$ cat src/rtl/core/mwtg_pkg.sv
// Shared types, widths and constants for the multi-waveform tone generator.
// Used by the core and by its port checker; depends on nothing else.
`timescale 1ns / 1ps

package mwtg_pkg;

  // Sample and phase widths.
  localparam int SAMPLE_W = 16;
  localparam int PHASE_W  = 32;

  // Configuration register widths.
  localparam int WAVE_W   = 2;
  localparam int PERIOD_W = 16;
  localparam int AMP_W    = 15;
  localparam int LEVEL_W  = 17;
  localparam int CFG_IDX_W  = 2;
  localparam int CFG_DATA_W = 32;

  // Register reset values.
  localparam logic [WAVE_W-1:0]   WAVE_RESET   = '0;
  localparam logic [PERIOD_W-1:0] PERIOD_RESET = PERIOD_W'(102);
  localparam logic [PHASE_W-1:0]  STEP_RESET   = PHASE_W'(42267932);
  localparam logic [AMP_W-1:0]    AMP_RESET    = AMP_W'(32767);

  // Configuration register indexes.
  typedef enum logic [CFG_IDX_W-1:0] {
    REG_WAVEFORM   = 2'd0,
    REG_PERIOD     = 2'd1,
    REG_PHASE_STEP = 2'd2,
    REG_AMPLITUDE  = 2'd3
  } reg_index_t;

  // Waveform selector codes; the fourth code outputs silence.
  localparam logic [WAVE_W-1:0] WAVE_SINE     = 2'd0;
  localparam logic [WAVE_W-1:0] WAVE_SQUARE   = 2'd1;
  localparam logic [WAVE_W-1:0] WAVE_TRIANGLE = 2'd2;

  // Square wave peak and symmetric sample limit.
  localparam logic signed [SAMPLE_W-1:0] SQUARE_HI  = SAMPLE_W'((1 << (SAMPLE_W - 1)) - 2);
  localparam logic [SAMPLE_W-1:0]        SAMPLE_LIM = SAMPLE_W'((1 << (SAMPLE_W - 1)) - 1);

  // Q30 arithmetic for the sine polynomial.
  localparam int Q_W = 31;
  localparam logic [Q_W-1:0] Q30_ONE = 31'h4000_0000;

  // Odd Taylor-like coefficients of sin(pi/2 * x) in Q30, lowest order first.
  function automatic logic [Q_W-1:0] sin_coef(input logic [2:0] idx);
    logic [Q_W-1:0] c;
    unique case (idx)
      3'd0:    c = 31'd1686629713;
      3'd1:    c = 31'd693598668;
      3'd2:    c = 31'd85569306;
      3'd3:    c = 31'd5026995;
      3'd4:    c = 31'd172272;
      3'd5:    c = 31'd3864;
      default: c = '0;
    endcase
    return c;
  endfunction

endpackage

$ cat src/rtl/core/multi_waveform_tone_generator_core.sv
// Multi-waveform tone generator: one signed sample per input transfer.
// Square and silence samples are chosen at the input transfer; sine and triangle
// run a stepped sequence first; the next input is taken once the sample is in the output register.
// The sine sequence runs nine products in turn through the shared 32x31 multiplier;
// the triangle sequence runs the divider that retires one quotient bit per cycle.
// Synchronous reset restores register defaults and clears counters and output valid.
`timescale 1ns / 1ps

module multi_waveform_tone_generator_core (
  input  logic clk,
  input  logic rst,
  // Input channel; s_tdata: bit 0 restart, bits 7:1 zero.
  input  logic       s_tvalid,
  output logic       s_tready,
  input  logic [7:0] s_tdata,
  // Output channel; m_tdata: bits 15:0 sample (signed).
  output logic                          m_tvalid,
  input  logic                          m_tready,
  output logic [mwtg_pkg::SAMPLE_W-1:0] m_tdata,
  // Configuration write channel.
  input  logic                            cfg_valid,
  output logic                            cfg_ready,
  input  logic [mwtg_pkg::CFG_IDX_W-1:0]  cfg_index,
  input  logic [mwtg_pkg::CFG_DATA_W-1:0] cfg_data
);

  import mwtg_pkg::*;

  localparam int PROD_W = 63;
  localparam int NUM_W  = 34;
  localparam int DVD_W  = 33;
  localparam int CNT_W  = 6;
  localparam logic [CNT_W-1:0] DIV_LAST  = CNT_W'(DVD_W - 1);
  localparam logic [LEVEL_W-1:0] LEVEL_MAX = '1;

  typedef enum logic [4:0] {
    ST_IDLE, ST_PH, ST_ZQ, ST_SQ, ST_WL, ST_HM, ST_HS, ST_SM, ST_SC, ST_AM, ST_SF,
    ST_TA, ST_TB, ST_TC, ST_TD, ST_DV, ST_TQ, ST_FIN
  } state_t;

  // Configuration registers.
  logic [WAVE_W-1:0]   waveform;
  logic [PERIOD_W-1:0] period;
  logic [PHASE_W-1:0]  phase_step;
  logic [AMP_W-1:0]    amplitude;

  // Tone state.
  logic [PERIOD_W-1:0] position;
  logic [LEVEL_W-1:0]  level_count;
  logic                toggle_flag;

  // Sequencer and datapath registers.
  state_t               state;
  logic [LEVEL_W-1:0]   cnt;
  logic [PERIOD_W-1:0]  p_r;
  logic [PROD_W-1:0]    prod;
  logic [Q_W-1:0]       z;
  logic [1:0]           quad;
  logic [Q_W-1:0]       w;
  logic [Q_W-1:0]       acc;
  logic [NUM_W-1:0]     num;
  logic                 neg;
  logic [DVD_W-1:0]     dvd;
  logic [PERIOD_W-1:0]  rem;
  logic [CNT_W-1:0]     step_cnt;
  logic [SAMPLE_W-1:0]  res;

  // Accept-time counter update.
  logic                 accept;
  logic                 restart;
  logic [PERIOD_W-1:0]  p_eff;
  logic [PERIOD_W-1:0]  pos0;
  logic [PERIOD_W-1:0]  pos1;
  logic [PERIOD_W:0]    pos_inc;
  logic [PERIOD_W-1:0]  pos_next;
  logic                 tog0;
  logic                 tog_next;
  logic [LEVEL_W-1:0]   lvl0;
  logic [LEVEL_W-1:0]   level_next;

  // Shared multiplier operands.
  logic [31:0]          mul_a;
  logic [Q_W-1:0]       mul_b;

  // Step helpers.
  logic [Q_W-1:0]       z_calc;
  logic [LEVEL_W-1:0]   rem_sh;
  logic                 div_ge;
  logic [LEVEL_W-1:0]   rem_sub;
  logic [SAMPLE_W-1:0]  sine_mag;
  logic [SAMPLE_W-1:0]  sine_clip;
  logic [AMP_W-1:0]     tri_mag;

  assign accept    = s_tvalid && s_tready;
  assign s_tready  = !rst && (state == ST_IDLE);
  assign cfg_ready = !rst;
  assign restart   = s_tdata[0];

  // Counter update for the accepted tick: restart, stale position, toggle, level.
  always_comb begin
    p_eff    = (period == '0) ? PERIOD_W'(1) : period;
    pos0     = restart ? '0 : position;
    tog0     = restart ? 1'b0 : toggle_flag;
    lvl0     = restart ? '0 : level_count;
    pos1     = (pos0 >= p_eff) ? '0 : pos0;
    tog_next = (pos1 == '0) ? ~tog0 : tog0;
    pos_inc  = {1'b0, pos1} + (PERIOD_W + 1)'(1);
    pos_next = (pos_inc >= {1'b0, p_eff}) ? '0 : pos_inc[PERIOD_W-1:0];
    case (waveform)
      WAVE_SINE: begin
        level_next = (lvl0 >= {1'b0, p_eff}) ? LEVEL_W'(1) : lvl0 + LEVEL_W'(1);
      end
      WAVE_TRIANGLE: begin
        if (tog_next) begin
          level_next = (lvl0 != LEVEL_MAX) ? lvl0 + LEVEL_W'(1) : lvl0;
        end else begin
          level_next = (lvl0 != '0) ? lvl0 - LEVEL_W'(1) : lvl0;
        end
      end
      default: level_next = lvl0;
    endcase
  end

  // Operand selection for the shared multiplier.
  always_comb begin
    mul_a = '0;
    mul_b = '0;
    unique case (state)
      ST_PH: begin
        mul_a = phase_step;
        mul_b = {14'b0, cnt};
      end
      ST_SQ: begin
        mul_a = {1'b0, z};
        mul_b = z;
      end
      ST_HM: begin
        mul_a = {1'b0, w};
        mul_b = acc;
      end
      ST_SM: begin
        mul_a = {1'b0, z};
        mul_b = acc;
      end
      ST_AM: begin
        mul_a = {17'b0, amplitude};
        mul_b = acc;
      end
      ST_TA: begin
        mul_a = {17'b0, amplitude};
        mul_b = {14'b0, cnt};
      end
      ST_TB: begin
        mul_a = {17'b0, amplitude};
        mul_b = {15'b0, p_r};
      end
      default: begin
        mul_a = '0;
        mul_b = '0;
      end
    endcase
  end

  // Quadrant fold, division step and final magnitudes.
  always_comb begin
    z_calc    = prod[30] ? (Q30_ONE - {1'b0, prod[29:0]}) : {1'b0, prod[29:0]};
    rem_sh    = {rem, dvd[DVD_W-1]};
    div_ge    = (rem_sh >= {1'b0, p_r});
    rem_sub   = rem_sh - {1'b0, p_r};
    sine_mag  = prod[45:30];
    sine_clip = (sine_mag > SAMPLE_LIM) ? SAMPLE_LIM : sine_mag;
    tri_mag   = (dvd > {18'b0, amplitude}) ? amplitude : dvd[AMP_W-1:0];
  end

  // Sequencer, registers and output stage.
  always_ff @(posedge clk) begin
    if (rst) begin
      state       <= ST_IDLE;
      waveform    <= WAVE_RESET;
      period      <= PERIOD_RESET;
      phase_step  <= STEP_RESET;
      amplitude   <= AMP_RESET;
      position    <= '0;
      level_count <= '0;
      toggle_flag <= 1'b0;
      m_tvalid    <= 1'b0;
    end else begin
      // Configuration writes.
      if (cfg_valid && cfg_ready) begin
        unique case (reg_index_t'(cfg_index))
          REG_WAVEFORM:   waveform   <= cfg_data[WAVE_W-1:0];
          REG_PERIOD:     period     <= cfg_data[PERIOD_W-1:0];
          REG_PHASE_STEP: phase_step <= cfg_data[PHASE_W-1:0];
          REG_AMPLITUDE:  amplitude  <= cfg_data[AMP_W-1:0];
          default: ;
        endcase
      end

      // The output register loads a finished sample once free and empties on a transfer.
      if ((state == ST_FIN) && (!m_tvalid || m_tready)) begin
        m_tdata  <= res;
        m_tvalid <= 1'b1;
      end else if (m_tready) begin
        m_tvalid <= 1'b0;
      end

      unique case (state)
        ST_IDLE: begin
          if (accept) begin
            position    <= pos_next;
            toggle_flag <= tog_next;
            level_count <= level_next;
            cnt         <= lvl0;
            p_r         <= p_eff;
            case (waveform)
              WAVE_SINE:     state <= ST_PH;
              WAVE_TRIANGLE: state <= ST_TA;
              WAVE_SQUARE: begin
                res   <= tog_next ? SQUARE_HI : -SQUARE_HI;
                state <= ST_FIN;
              end
              default: begin
                res   <= '0;
                state <= ST_FIN;
              end
            endcase
          end
        end
        // Sine: phase = step * count.
        ST_PH: begin
          prod  <= mul_a * mul_b;
          state <= ST_ZQ;
        end
        ST_ZQ: begin
          z     <= z_calc;
          quad  <= prod[31:30];
          state <= ST_SQ;
        end
        ST_SQ: begin
          prod  <= mul_a * mul_b;
          state <= ST_WL;
        end
        ST_WL: begin
          w        <= prod[60:30];
          acc      <= sin_coef(3'd5);
          step_cnt <= CNT_W'(4);
          state    <= ST_HM;
        end
        // Horner steps of the polynomial in w.
        ST_HM: begin
          prod  <= mul_a * mul_b;
          state <= ST_HS;
        end
        ST_HS: begin
          acc <= sin_coef(step_cnt[2:0]) - prod[60:30];
          if (step_cnt == '0) begin
            state <= ST_SM;
          end else begin
            step_cnt <= step_cnt - CNT_W'(1);
            state    <= ST_HM;
          end
        end
        ST_SM: begin
          prod  <= mul_a * mul_b;
          state <= ST_SC;
        end
        ST_SC: begin
          acc   <= (prod[62:30] > {2'b0, Q30_ONE}) ? Q30_ONE : prod[60:30];
          state <= ST_AM;
        end
        ST_AM: begin
          prod  <= mul_a * mul_b;
          state <= ST_SF;
        end
        ST_SF: begin
          res   <= quad[1] ? -sine_clip : sine_clip;
          state <= ST_FIN;
        end
        // Triangle: numerator 2*a*level - a*p.
        ST_TA: begin
          prod  <= mul_a * mul_b;
          state <= ST_TB;
        end
        ST_TB: begin
          num   <= {1'b0, prod[31:0], 1'b0};
          prod  <= mul_a * mul_b;
          state <= ST_TC;
        end
        ST_TC: begin
          num   <= num - {3'b0, prod[30:0]};
          state <= ST_TD;
        end
        ST_TD: begin
          neg      <= num[NUM_W-1];
          dvd      <= num[NUM_W-1] ? -num[DVD_W-1:0] : num[DVD_W-1:0];
          rem      <= '0;
          step_cnt <= DIV_LAST;
          state    <= ST_DV;
        end
        // Restoring division, one quotient bit per cycle.
        ST_DV: begin
          rem <= div_ge ? rem_sub[PERIOD_W-1:0] : rem_sh[PERIOD_W-1:0];
          dvd <= {dvd[DVD_W-2:0], div_ge};
          if (step_cnt == '0) begin
            state <= ST_TQ;
          end else begin
            step_cnt <= step_cnt - CNT_W'(1);
          end
        end
        ST_TQ: begin
          res   <= neg ? -{1'b0, tri_mag} : {1'b0, tri_mag};
          state <= ST_FIN;
        end
        // Wait until the output register takes the sample.
        ST_FIN: begin
          if (!m_tvalid || m_tready) begin
            state <= ST_IDLE;
          end
        end
        default: state <= ST_IDLE;
      endcase
    end
  end

endmodule

$ cat config.mk
export PLATFORM = sky130hd
export DESIGN_NAME = multi_waveform_tone_generator_core
export DESIGN_NICKNAME = d
export VERILOG_FILES = /design/src/rtl/core/mwtg_pkg.sv /design/src/rtl/core/multi_waveform_tone_generator_core.sv
export SDC_FILE = /design/constraint.sdc
export NUM_CORES = 2
export LEC_CHECK = 0
export BUFFER_PORTS_ARGS = -buffer_cell sky130_fd_sc_hd__buf_4
export CAP_MARGIN = 0
export CORE_ASPECT_RATIO = 1.4
export CORE_UTILIZATION = 25
export DETAILED_ROUTE_END_ITERATION = 12
export GPL_ROUTABILITY_DRIVEN = 0
export HOLD_SLACK_MARGIN = 0.02
export PLACE_DENSITY = 0.38
export SYNTH_ARGS = -nofsm -noshare
export SYNTH_HDL_FRONTEND = slang
export SYNTH_SLANG_ARGS = --single-unit
$ cat constraint.sdc
create_clock -name clk -period 12.6 [get_ports clk]
set_clock_uncertainty 0.1 [all_clocks]
set_input_delay 1.89 -clock clk [delete_from_list [all_inputs] [get_ports clk]]
set_output_delay 1.89 -clock clk [all_outputs]
set_load 0.005 [all_outputs]
==> qor.csv <==
metric,value,unit
status,finished clean,
cts_root_buffer,clkbuf_16,
area_delta_synth_final,11.6,%
grt_max_degree,67,
cts.sinks,417,
vdd_drop_max,0.158,mV
finalSetupTns,0,ns
setup_violations,0,
wirelength,233,mm
ys_ff_latch,417,
fin_area,63200,sq um
rsz0062_at_grt,no,
fin_crit_sh,94.6,%
postCtsHoldBufs,0,
async_flop_share,0,%
critical_path.slowest_cell,nor3_2,
post-dp-hpwl,186,mm
place_inst,9281,
ys_types,76,
drive_gt1_share,6.45,%
grt_pass1_wl,338,mm
dieArea,228000,sq um
min_period,11.92,ns
tightest_slew,1.32,ns
cts_setup_buffers,0,
finalNonFillerCells,9371,
cap_viol_max_count,0,
maxSlewViolCount,0,
fmax,83.9,MHz
critical_path_arrival,12.18,ns
clk_pin_slew,0.06,ns
io_buffers,58,
setup_ws,0.676,ns
finalNetCount,7643,
clk_latency,0.62,ns
grt_pass1_vias,48000,
synthXorXnorAreaFrac,3.57,%
ys_warn_count,0,
place_ws,0.831,ns
avgRoutedWirePerCell,24.9,um
yosysTopAreaCell,fa_1,
critPathKind,reg2reg,
drt_iter0_markers,2955,
vias_per_cell,4.85,
power.total,13.9,mW
cts_tree,yes,
cts_inserted_buffers,47,
r2r_slack,0.68,ns
p_leak,28.1,nW
dr.pass1.iters,7,
utilization,28.1,%
ys.flop_type,edfxtp_1,
grt-ovfl-total,0,
slowest_delay,0.91,ns
grt_usage,20.4,%
synth_simple_gate_area_share,15.6,%
min_path_type,reg2reg,
chipHeight,565,um
critPathLaunchType,flip-flop,
synth_top_area_share,30.7,%
io_pins,66,
synth_area,56600,sq um
synth_compound_gate_area_share,11.4,%
grt_antenna_before_repair,9,
holdWs,0.328,ns
synth_top_family_by_area,adder cells,
cp_common_cell,fa_1,
drtAntennaViolNets,0,
power_density,220,nW/um^2
htree_levels,2,
syn_avg_cell_area,8.96,sq um
route.detailed.drc,0,
cts.repair.resized,0,
fp.dieW,404,um
relSlewSlack,12.3,%
vias,45400,
endpoint_kind,flip-flop,
place_area,61600,sq um
worstPathRequired,12.86,ns
path_max_fanout,19,
synth_edf_count,312,
clockBufferDepth,3,
synthMuxAreaShare,0.528,%
synthAdderAreaFrac,39.8,%
synthCells,6323,
num_rows,206,
synthTopCellsByCount,"995 x inv_1, 876 x nand2_1, 869 x fa_1",
hold_violations,0,
seq_area_frac_synth,20.3,%
start_util,25.2,%
synth.area.top_cells,"fa_1 31%, edfxtp_1 17%, ha_1 9.1%",
core_area,225000,sq um
synth.most_common_cell,inv_1,
## flip-flops by register name, summed over array words and instances, names as in the netlist, 17 cells and up
signal and count:
acc 31, cnt 17, phase_step 32, w 31, dvd 33, level_count 17, prod 63, z 31
num 34
## path summary, 6_finish.rpt
kind | to | start | cells after the start
hold / removal | m_tdata[11]$_DFFE_PP_ | res[11]$_DFFE_PP_ | 0
setup / recovery | prod[62]$_DFFE_PP_ | state[0]$_SDFFE_PP0P_ | 31
hold reg to reg | m_tdata[11]$_DFFE_PP_ | res[11]$_DFFE_PP_ | 0
setup reg to reg | prod[62]$_DFFE_PP_ | state[0]$_SDFFE_PP0P_ | 31
## area by class of cell
type | count | area, sq um
inverter | 995 | 3730
clock buffer | 69 | 1400
multi-input combinational | 4600 | 40700
sequential | 417 | 11500
tap | 3016 | 3770
clock inverter | 19 | 191
timing repair buffer | 253 | 1910
antenna | 2 | 5.00
fill | 24100 | 162000
## where the power goes
part           total [mW]  switching, mW  internal (mW)
combinational        10.1           6.73           3.39
sequential           2.33          0.387           1.94
clock                1.48          0.654          0.824
## cells in the final DEF (no fill, tap or decap), types with 17 or more instances in the layout
master | netlist | layout
mux2i_1 | 22 | 22
nor2b_1 | 61 | 61
o21a_1 | 24 | 24
nor3_1 | 52 | 42
nor2_1 | 727 | 725
a31oi_1 | 37 | 37
nand3_1 | 74 | 74
a221o_1 | 33 | 33
o21ai_0 | 206 | 206
or3_1 | 27 | 27
a21o_1 | 97 | 97
nand2_1 | 876 | 875
a21oi_1 | 250 | 248
dfxtp_1 | 105 | 105
o211ai_1 | 39 | 39
or4_1 | 18 | 18
a22o_1 | 47 | 47
and3_1 | 33 | 33
and2_1 | 39 | 39
buf_4 | 0 | 252
fa_1 | 869 | 869
clkbuf_16 | 0 | 50
edfxtp_1 | 312 | 312
o31ai_1 | 48 | 48
inv_1 | 995 | 994
nand4_1 | 37 | 37
xor2_1 | 100 | 100
nor4_1 | 41 | 37
nand2b_1 | 37 | 37
ha_1 | 413 | 413
a211oi_1 | 17 | 17
xnor2_1 | 131 | 131
a22oi_1 | 38 | 36
## cell families (layout without fill, tap and decap cells)
family          Yosys count  count (layout)
simple gates           2066            2066
buf+inv                1318            1336
fa+ha+maj              1282            1282
compound gates          978             978
flops                   417             417
xor+xnor                231             231
mux                      29              29
other cells               2              16
## critical path: cells and delay by family (launching register included)
kind,cells,cell delay [ns]
AOI/OAI and AO/OA,10,3.58
xor gates and xnor gates,1,0.11
adders and majority gates,9,4.58
buffers and inverters,7,1.05
DFF,1,0.65
and+or+nand+nor,4,1.54
## metal layers
metal  up-vias  wire length, um  part of all wire (%)  track usage, %
met2      1163           121000                    52            37.6
met1     23500            93400                    40            24.5
met5         -               70                 0.030               0
met3       335             8290                   3.6            1.39
li1      20400                -                     -               -
met4        10            10600                   4.6            8.08
No activity file was read; power rests on OpenSTA's default activity.
